**config.mk**
```make
export PLATFORM = sky130hd
export DESIGN_NAME = hjms_cfg_regs
export DESIGN_NICKNAME = d
export VERILOG_FILES = /design/src/sv/assert_macros.svh /design/src/sv/hjms_pkg.sv /design/src/sv/hjms_cfg_regs.sv
export SDC_FILE = /design/constraint.sdc
export NUM_CORES = 1
export LEC_CHECK = 0
export BUFFER_PORTS_ARGS = -buffer_cell sky130_fd_sc_hd__buf_4
export CAP_MARGIN = 5
export CELL_PAD_IN_SITES_DETAIL_PLACEMENT = 2
export CELL_PAD_IN_SITES_GLOBAL_PLACEMENT = 2
export CORE_ASPECT_RATIO = 0.9
export CORE_UTILIZATION = 30
export CTS_BUF_LIST = sky130_fd_sc_hd__clkbuf_8
export CTS_CLUSTER_SIZE = 24
export DETAILED_ROUTE_END_ITERATION = 8
export PLACE_DENSITY = 0.81
export SETUP_SLACK_MARGIN = 0.1
export SYNTH_ARGS = -nofsm -noshare
export SYNTH_HDL_FRONTEND = slang
export SYNTH_SLANG_ARGS = --single-unit
```
**constraint.sdc**
```tcl
create_clock -name clk -period 1.1 [get_ports clk]
set_clock_uncertainty 0.15 [all_clocks]
set_input_delay 0.055 -clock clk [delete_from_list [all_inputs] [get_ports clk]]
set_output_delay 0.055 -clock clk [all_outputs]
set_load 0.01 [all_outputs]
```
**src/sv/assert_macros.svh**
```systemverilog
// Assertion macros for the supervisor top level; clocked on clk, HJMS_ASSERT is disabled during rst.
`ifndef ASSERT_MACROS_SVH
`define ASSERT_MACROS_SVH
`ifndef NO_ASSERTIONS
// Checked only while out of reset.
`define HJMS_ASSERT(lbl, prop, msg) \
  lbl: assert property (@(posedge clk) disable iff (rst) prop) else $error(msg);
// Checked at every edge, reset included.
`define HJMS_ASSERT_ALWAYS(lbl, prop, msg) \
  lbl: assert property (@(posedge clk) prop) else $error(msg);
`else
`define HJMS_ASSERT(lbl, prop, msg)
`define HJMS_ASSERT_ALWAYS(lbl, prop, msg)
`endif
`endif

```
**src/sv/hjms_pkg.sv**
```systemverilog
// Types and constants for the homing, jog and run supervisor.
package hjms_pkg;

  // Supervisor phase.
  typedef enum logic [1:0] {
    PH_SEEK    = 2'd0,
    PH_BACKOFF = 2'd1,
    PH_RUN     = 2'd2
  } phase_t;

  // Motor status codes reported by the drive.
  localparam logic [2:0] MS_STOPPED  = 3'd0;
  localparam logic [2:0] MS_STARTING = 3'd1;
  localparam logic [2:0] MS_RUNNING  = 3'd2;
  localparam logic [2:0] MS_STOPPING = 3'd3;
  localparam logic [2:0] MS_FAULT    = 3'd4;

  // Configuration register indexes.
  localparam logic [1:0] REG_VELOCITY_MIN     = 2'd0;
  localparam logic [1:0] REG_VELOCITY_MAX     = 2'd1;
  localparam logic [1:0] REG_RELEASE_DURATION = 2'd2;
  localparam logic [1:0] REG_UI_ENABLED       = 2'd3;

  localparam int CfgDataW = 16;

  typedef struct packed {
    logic [14:0] velocity_min;
    logic [14:0] velocity_max;
    logic [15:0] release_duration;
    logic        ui_enabled;
  } cfg_t;

  typedef struct packed {
    logic        at_home;
    logic [15:0] pot_value;
    logic        button_fwd;
    logic        button_rev;
    logic [2:0]  motor_status;
    logic [15:0] fault_bits;
    logic [31:0] now_tick;
  } item_t;

  typedef struct packed {
    logic signed [15:0] velocity_cmd;
    logic               start_req;
    logic               stop_req;
    logic               clear_req;
    logic [15:0]        clear_mask;
    logic [1:0]         phase_out;
  } result_t;

endpackage

```
**src/sv/hjms_cfg_regs.sv**
```systemverilog
// Configuration register bank of the supervisor.
module hjms_cfg_regs (
  input  logic                              clk,
  input  logic                              rst,
  input  logic                              cfg_we,
  input  logic [1:0]                        cfg_idx,
  input  logic [hjms_pkg::CfgDataW-1:0]     cfg_data,
  output hjms_pkg::cfg_t                    cfg
);
  import hjms_pkg::*;

  // Registers take their documented reset values and are written one at a time.
  always_ff @(posedge clk) begin
    if (rst) begin
      cfg.velocity_min     <= 15'd0;
      cfg.velocity_max     <= 15'd32767;
      cfg.release_duration <= 16'd500;
      cfg.ui_enabled       <= 1'b1;
    end else if (cfg_we) begin
      case (cfg_idx)
        REG_VELOCITY_MIN:     cfg.velocity_min     <= cfg_data[14:0];
        REG_VELOCITY_MAX:     cfg.velocity_max     <= cfg_data[14:0];
        REG_RELEASE_DURATION: cfg.release_duration <= cfg_data[15:0];
        REG_UI_ENABLED:       cfg.ui_enabled       <= cfg_data[0];
        default: ;
      endcase
    end
  end

endmodule

```
==> reports/qor.txt, run 1 <==
Post-Synth Adder-Cell Area: 0%
share of cells above drive strength 1: 41.9%
Starting Density: 31.5%
Final GP Congestion: 0.738
P&R area growth vs syn: 51.3%
top_reg_cell synth: dfxtp_1
Synth Area in XOR/XNOR: 0%
Synth area leaders: dfxtp_1, mux2i_1, nand2b_1
Hold/Removal Path Class: in -> reg
Power Density: 1150 mW/mm^2
Critical Path Stages: 4
first-pass GRT wire length: 8660 um
final wirelength: 5720 um
H-tree levels: 2
clock buffer depth: 2
Largest Register: cfg
Synth area leader: dfxtp_1
outcome: finished clean
Reg clk slew, reported paths: 0.09 ns
gr ovfl total: 0
most frequent cell after synthesis: dfxtp_1
Final period util: 91.3%
die area: 0.00682 sq mm
post-layout minimum cycle time: 1.00 ns
setup TNS: 0 ns
clock root buffer: clkbuf_8
Mapped Area: 0.00195 sq mm
MaxCap Viol Count: 0
fmax: 0.996 GHz
Synth Instances: 192
hold path depth: 4
Compound-Gate Fraction of Synth Area: 0.899%
Worst Path Buf+Inv: 3
mux cell area share after synthesis: 23.6%
Total Nets Final: 300
vias in the first global route: 1706
number of flops mapped to enable cells by yosys: 0
TritonCTS clock tree: built
total power: 3.40 mW
CP Launch Type: input port
Remaining DRCs: 0
syn_nets: 213
Die Y: 78.5 um
Ys Warns: 0
DR vias: 1620
Synth top cells by count: dfxtp_1, mux2i_1, nand2b_1
crit path DAT: 1.08 ns
most frequent cell on the critical path: buf_4
number of flip-flops in the largest register: 47
post-synthesis sequential area ratio: 48.3%
CP delay by family, top: buffers and inverters
worst rel slew slack: 73.8%
total core area: 0.00618 sq mm
Hold EP: cfg[34]
Antenna Nets Post-Route: 0
cell row count: 27
share of the synthesized area in the top cell type: 48.3%
Synth cell types: 15
Detailed Routing Iterations Pass 1: 4
r2r startpoint: cfg[0]
Peak supply drop: 0.403 mV
Critical-path top delay cell: dlygate4sd3_1
IO Count: 68
Post-synth ARST share: 0%
n_diodes: 0
max incr delay on CP: 0.58 ns
Buffers on Ports: 67
Worst R2R Path Depth: 2
R2R Path End: cfg[0]
endpoints failing hold: 0
die width: 87.0 um
clock latency on the worst-skew pair: 0.29 ns
worst slew pin tran: 0.391 ns
Leak Pwr: 1.27 nW
CP Data Required Time: 1.17 ns
DP Wirelength: 3730 um
initial antenna violation count: 0
RSZ-0062 raised after global routing: true
critical path class: in -> reg
Regs by FF count: cfg x47
final slew viol count: 0
crit-path max FO: 4
Post-Synth Simple-Gate Area: 22.5%
CP endpoint kind: flip-flop
pin count of the biggest net entering global routing: 52
count of final setup violators: 0
post-synthesis register bit count: 47
Initial DRC Count: 22
largest family of logic cells by synthesized area: multiplexers
GRT Util Overall: 17.1%
routed len/inst: 15.6 um
r2r setup slk: 0.1 ns
total CTS buffers: 5
clk sink count: 47
Via density: 4.43
cells along the critical path: buf_4 > buf_4 > dlygate4sd3_1 > a41oi_2
syn avg cell area: 10.2 sq um
Hold Startpoint: cfg_idx[0]
==> stage by stage <==
step	instances	setup slack (ns)	utilization [%]	cell area [sq um]	hold WS, ns
finish	366	0.0961	47.7	2950	0.0513
global route	366	0.0825	47.7	2950	0.0626
CTS	365	0.101	46.5	2880	0.0492
detailed placement	340	-0.106	42.1	2600	0.188
global placement	340	-0.0645	42.1	2600	0.177
floorplan	192	0.157	-	1950	0.0356
==> repair_timing <==
action	in CTS	in global routing
setup buffers	0	1
resized for setup	8	30
hold buffers	18	0
endpoints found under the setup margin	8	28
hold endpoints to repair	46	0
==> layer usage <==
metal | up-vias | part of all wire [%] | global-route usage (%)
li1 | 800 | - | -
met1 | 777 | 44 | 20.1
met2 | 36 | 50 | 29.7
met3 | 7 | 3.6 | 3.47
met4 | 0 | 1.5 | 8.17
met5 | - | 0 | 0
==> placed cells by master, fill, tap and decap left out, drive strengths merged <==
master,instances
a41oi,1
nand3b,1
a311oi,1
clkinv,1
nand2b,41
or3b,1
buf,77
nor3b,1
mux2i,46
dlygate4sd3,18
nor2,36
clkbuf,6
dfxtp,47
and3b,2
==> tightest hold or removal path: cells and delay by family <==
family | cells | cell delay [ns]
buffers and inverters | 2 | 0.24
AND/OR/NAND/NOR | 1 | 0.06
multiplexers | 1 | 0.11
==> kinds of logic after synthesis <==
| group | Yosys count |
|---|---|
| buffers and inverters | 15 |
| AOI/OAI and AO/OA | 2 |
| DFF | 47 |
| muxes | 46 |
| and+or+nand+nor | 82 |
==> power by group <==
group | switching [mW] | leakage [nW] | internal [mW]
sequential | 0.0356 | 0.380 | 1.77
clock | 0.570 | 0.0470 | 0.494
combinational | 0.230 | 0.838 | 0.298
==> final cells by class <==
cell class | instances | area (sq um)
timing repair buffer | 95 | 847
clock buffer | 6 | 82.6
sequential | 47 | 976
tap | 87 | 109
fill | 663 | 3230
clock inverter | 1 | 5.00
multi-input combinational | 130 | 930
==> worst max-delay path by stage <==
| stage | startpoint | endpoint | slack (ns) |
|---|---|---|---|
| floorplan | cfg_idx[1] | cfg[41] | 0.16 |
| global placement | cfg_idx[1] | cfg[45] | -0.06 |
| detailed placement | cfg_idx[1] | cfg[44] | -0.11 |
| CTS | cfg[3] | cfg[3] | 0.10 |
| global route | cfg_data[0] | cfg[0] | 0.08 |
| finish | cfg_we | cfg[0] | 0.1 |
(Power assumes the default switching activity.)
==> run 2, diff against run 1 <==
--- a/config.mk
+++ b/config.mk
@@ -9,7 +9,7 @@
 export CAP_MARGIN = 5
 export CELL_PAD_IN_SITES_DETAIL_PLACEMENT = 2
 export CELL_PAD_IN_SITES_GLOBAL_PLACEMENT = 2
-export CORE_ASPECT_RATIO = 0.9
+export CORE_ASPECT_RATIO = 1.25
 export CORE_UTILIZATION = 30
 export CTS_BUF_LIST = sky130_fd_sc_hd__clkbuf_8
 export CTS_CLUSTER_SIZE = 24
==> reports/qor.txt, run 2 (same netlist as run 1, synthesis figures left out) <==
fmax: 1.01 GHz (+1.9%)
endpoints failing hold: 0 (unchanged)
final wirelength: 5940 um (+3.8%)
clock root buffer: clkbuf_8
clk sink count: 47 (unchanged)
final core utilization: 48.9% (+1.2 points)
Die Y: 92.1 um (+17%)
first-pass GRT wire length: 8690 um (+0.40%)
Total Nets Final: 302 (+0.67%)
share of cells above drive strength 1: 45.7% (+3.8 points)
MaxCap Viol Count: 0 (unchanged)
most common cell after layout, fill and taps aside: buf_4
Hold/Removal Path Class: in -> reg
CP Data Required Time: 0.89 ns (-0.28 ns)
Regs by FF count: cfg x47
TritonCTS clock tree: built
routed len/inst: 16.2 um (+3.5%)
Final period util: 89.6% (-1.7 points)
Final GP Congestion: 0.736 (-0.23%)
total core area: 0.00621 sq mm (+0.38%)
CP delay by family, top: flip-flops
total CTS buffers: 5 (unchanged)
Antenna Nets Post-Route: 0 (unchanged)
Remaining DRCs: 0 (unchanged)
worst rel slew slack: 73.4% (-0.39 points)
die area: 0.00683 sq mm (about the same)
H-tree levels: 2 (unchanged)
final slew viol count: 0 (unchanged)
count of final setup violators: 0 (unchanged)
post-layout minimum cycle time: 0.985 ns (-0.0184 ns)
DR vias: 1663 (+2.7%)
cells along the critical path: buf_4
Power Density: 1110 mW/mm^2 (-3.7%)
design area: 0.00303 sq mm (+2.8%)
crit-path max FO: 2 (-2)
IO Count: 68 (unchanged)
vias in the first global route: 1737 (+1.8%)
outcome: finished clean
CP Launch Type: flip-flop
number of flip-flops in the largest register: 47 (unchanged)
clock buffer depth: 2 (unchanged)
Via density: 4.53 (+2.4%)
pin count of the biggest net entering global routing: 39 (-25%)
P&R area growth vs syn: 55.6%
Critical-path top delay cell: dfxtp_2
clock latency on the worst-skew pair: 0.30 ns (about the same)
worst slew pin tran: 0.399 ns (+0.00847 ns)
Worst Path Buf+Inv: 1 (-2)
Initial DRC Count: 86 (+290%)
RSZ-0062 raised after global routing: true
CP endpoint kind: primary output
Leak Pwr: 1.30 nW (+2.9%)
gr ovfl total: 0 (unchanged)
setup TNS: 0 ns (unchanged)
die width: 74.1 um (-15%)
Detailed Routing Iterations Pass 1: 4 (unchanged)
most frequent cells in the layout: buf_4, mux2i_1, dfxtp_2, nand2b_1, nor2_1
initial antenna violation count: 0 (unchanged)
critical path class: reg -> out
n_diodes: 0 (unchanged)
DP Area: 0.00257 sq mm (-0.96%)
Reg clk slew, reported paths: 0.09 ns (about the same)
Starting Density: 31.4% (-0.12 points)
cell row count: 32 (+19%)
GRT Util Overall: 17.3% (+0.17 points)
Peak supply drop: 0.730 mV (+81%)
Largest Register: cfg
crit path DAT: 0.78 ns (-0.30 ns)
Buffers on Ports: 67 (unchanged)
max incr delay on CP: 0.34 ns (-0.24 ns)
DP Wirelength: 3670 um (-1.5%)
[run 2: cell types whose count changed in the layout (fill, tap and decap cells not counted), moves of 2 or more]
cell	change
buf_4	-17
inv_1	+2
buf_6	+17
dlygate4sd3_1	+2
dfxtp_2	+15
dfxtp_1	-15
[run 2: per-stage QoR]
step	cells	worst slack [ns]	hold WS (ns)	power [mW]
4_1_cts	363	0.101	-0.00296	3.37
5_1_grt	367	0.0867	0.0621	3.53
3_3_place_gp	335	-0.0962	0.173	2.28
6_report	367	0.115	0.0120	3.36
2_1_floorplan	192	0.157	0.0356	2.06
3_5_place_dp	335	-0.139	0.189	2.29
[run 2: metal layers]
layer  global-route usage, %  part of all wire, %  vias up
li1                        -                    -      800
met5                       0                    0        -
met4                    4.81                  1.2        0
met1                    18.1                   39      823
met2                    33.0                   57       35
met3                    4.07                  3.4        5
[run 2: area by class of cell]
class,count,area (sq um)
repair buffers,97,931
clock buffers,5,68.8
clock inverters,3,12.5
well taps,85,106
fillers,646,3170
multi-input cells,130,920
flip-flops and latches,47,995
[run 2: what timing repair did]
| item | CTS | global route |
|---|---|---|
| setup buffers | 0 | 4 |
| resized for setup | 12 | 56 |
| setup endpoints to repair | 12 | 43 |
| hold endpoints to repair | 47 | 0 |
| pin swaps | 0 | 0 |
| hold buffers | 20 | 0 |
[run 2: path summary, 6_finish.rpt]
path / end / start / cells after the start / slack [ns]
setup reg to reg: cfg[20] / cfg[20] / 3 / 0.15
hold / removal: cfg[0] / cfg_data[0] / 3 / 0.01
hold reg to reg: cfg[16] / cfg[16] / 2 / 0.32
setup / recovery: cfg[24] / cfg[24] / 1 / 0.11
[run 2: worst min-delay path: stages]
cell and delay [ns]:
buf_4 0.09, nor2_1 0.05, a41oi_1 0.22
[run 2: power breakdown]
part / internal [mW] / total [mW] / switching (mW)
Clock: 0.429 / 1.01 / 0.581
Combinational: 0.312 / 0.540 / 0.228
Sequential: 1.77 / 1.81 / 0.0423
Total: 2.51 / 3.36 / 0.850
==> run 3, diff against run 2 <==
--- a/config.mk
+++ b/config.mk
@@ -5,16 +5,17 @@
 export SDC_FILE = /design/constraint.sdc
 export NUM_CORES = 1
 export LEC_CHECK = 0
+export ABC_CLOCK_PERIOD_IN_PS = 800
 export BUFFER_PORTS_ARGS = -buffer_cell sky130_fd_sc_hd__buf_4
 export CAP_MARGIN = 5
 export CELL_PAD_IN_SITES_DETAIL_PLACEMENT = 2
 export CELL_PAD_IN_SITES_GLOBAL_PLACEMENT = 2
 export CORE_ASPECT_RATIO = 1.25
-export CORE_UTILIZATION = 30
+export CORE_UTILIZATION = 27
 export CTS_BUF_LIST = sky130_fd_sc_hd__clkbuf_8
 export CTS_CLUSTER_SIZE = 24
 export DETAILED_ROUTE_END_ITERATION = 8
-export PLACE_DENSITY = 0.81
+export PLACE_DENSITY = 0.77
 export SETUP_SLACK_MARGIN = 0.1
 export SYNTH_ARGS = -nofsm -noshare
 export SYNTH_HDL_FRONTEND = slang
==> constraint.sdc (replaced) <==
create_clock -name clk -period 0.8 [get_ports clk]
set_clock_uncertainty 0.15 [all_clocks]
set_input_delay 0.04 -clock clk [delete_from_list [all_inputs] [get_ports clk]]
set_output_delay 0.04 -clock clk [all_outputs]
set_load 0.01 [all_outputs]
==> reports/qor.txt, run 3 (same netlist as run 1, synthesis figures left out) <==
outcome: finished, violations left
failing checks: hold timing, setup timing
count of final setup violators: 78 (+78)
Power Density: 1400 mW/mm^2 (+26%)
DP Wirelength: 3970 um (+8.1%)
H-tree levels: 2 (unchanged)
number of flip-flops in the largest register: 47 (unchanged)
CP endpoint kind: primary output
final wirelength: 6490 um (+9.2%)
IO Count: 68 (unchanged)
crit path DAT: 0.85 ns (+0.07 ns)
crit-path max FO: 2 (unchanged)
# fillers: 708 (+9.6%)
die area: 0.00757 sq mm (+11%)
Regs by FF count: cfg x47
cells along the critical path: buf_6 > buf_6
clk sink count: 47 (unchanged)
P&R area growth vs syn: 73.4%
Detailed Routing Iterations Pass 1: 4 (unchanged)
endpoints failing hold: 47 (+47)
Buffers on Ports: 67 (unchanged)
Peak supply drop: 0.657 mV (-10%)
TritonCTS clock tree: built
max incr delay on CP: 0.35 ns (about the same)
total CTS buffers: 5 (unchanged)
DP Worst Slack: -0.375 ns (-0.236 ns)
initial antenna violation count: 0 (unchanged)
total core area: 0.00698 sq mm (+12%)
most frequent cell on the critical path: buf_6
pin count of the biggest net entering global routing: 18 (-54%)
clock latency on the worst-skew pair: 0.29 ns (about the same)
Final period util: 130%
Reg clk slew, reported paths: 0.09 ns (about the same)
die width: 78 um (+5.3%)
CP Data Required Time: 0.61 ns (-0.28 ns)
Antenna Nets Post-Route: 0 (unchanged)
worst slew pin tran: 0.298 ns (-0.102 ns)
setup slack after layout: -0.242 ns (-0.357 ns)
Hold Slack: -0.130 ns (-0.142 ns)
critical path class: reg -> out
n_diodes: 0 (unchanged)
CP Launch Type: flip-flop
MaxCap Viol Count: 0 (unchanged)
setup TNS: -7.62 ns (-7.62 ns)
clock root buffer: clkbuf_8
worst rel slew slack: 80.2% (+6.8 points)
Final GP Congestion: 0.691 (-6.1%)
Initial DRC Count: 30 (-65%)
Remaining DRCs: 0 (unchanged)
Via density: 4.50 (-0.60%)
RSZ-0062 raised after global routing: true
DR vias: 1716 (+3.2%)
routed len/inst: 17.0 um (+5.1%)
share of cells above drive strength 1: 62.9% (+17 points)
Leak Pwr: 1.46 nW (+12%)
Critical-path top delay cell: dfxtp_2
Largest Register: cfg
Hold/Removal Path Class: in -> reg
gr ovfl total: 0 (unchanged)
final slew viol count: 0 (unchanged)
most frequent cells in the layout: buf_6, dfxtp_2, mux2i_1, nand2b_1, buf_4
clock buffer depth: 2 (unchanged)
post-layout minimum cycle time: 1.04 ns
Die Y: 97 um (+5.3%)
most common cell after layout, fill and taps aside: buf_6
fmax: 0.960 GHz
Starting Density: 27.9% (-3.5 points)
vias in the first global route: 1926 (+11%)
GRT Util Overall: 17.8% (+0.53 points)
first-pass GRT wire length: 10200 um (+17%)
cell row count: 34 (+6.3%)
Total Nets Final: 313 (+3.6%)
## run 3: repair_timing
action	4_1_cts	5_1_grt
hold endpoints to repair	47	47
gates cloned	2	0
endpoints found under the setup margin	94	94
resized for setup	122	19
buffers inserted	15	8
pin swaps	7	4
## run 3: where the power goes
| part | leakage [nW] | total [mW] | internal (mW) | switching [mW] |
|---|---|---|---|---|
| clock network | 0.0413 | 1.34 | 0.573 | 0.765 |
| registers | 0.385 | 2.51 | 2.44 | 0.0710 |
| logic | 1.04 | 0.890 | 0.529 | 0.361 |
| total | 1.46 | 4.74 | 3.54 | 1.20 |
## run 3: final cells by class
cell class                      count  area [sq um]  share of cell area (%)
Timing Repair Buffer              108          1170                    34.7
Clock inverter                      1          3.75                   0.111
Tap cell                           90           113                    3.33
Clock buffer                        5          68.8                    2.04
Sequential cell                    47          1000                    29.6
Multi-Input combinational cell    130          1020                    30.3
## run 3: metal layers
layer / routed length, um / vias to the layer above / global-route usage (%)
li1: - / 823 / -
met1: 2470 / 849 / 19.2
met3: 179 / 5 / 2.64
met2: 3760 / 39 / 35.0
met5: 0 / - / 0
met4: 71 / 0 / 5.13
## run 3: critical path, delay by kind of cell (launching register included)
kind	cells	cell delay, ns
buffers and inverters	2	0.22
DFF	1	0.35
## run 3: path summary, 6_finish.rpt
kind / cells after the start / slack (ns) / start / end
setup / recovery: 2 / -0.24 / cfg[0] / cfg[0]
hold / removal: 3 / -0.13 / cfg_data[4] / cfg[36]
setup reg to reg: 2 / -0.15 / cfg[0] / cfg[0]
hold reg to reg: 2 / 0.33 / cfg[13] / cfg[13]
## run 3: per-stage QoR
stage          cells  utilization [%]  total power [mW]  cell area (sq um)  hold slack [ns]
3_5_place_dp     351             38.5              3.21               2690            0.175
2_1_floorplan    192                -              2.89               2080           0.0206
3_3_place_gp     351             38.5              3.18               2690            0.164
4_1_cts          374             46.7              4.75               3260           -0.139
5_1_grt          381             48.5              4.94               3380           -0.135
6_report         381             48.5              4.74               3380           -0.130
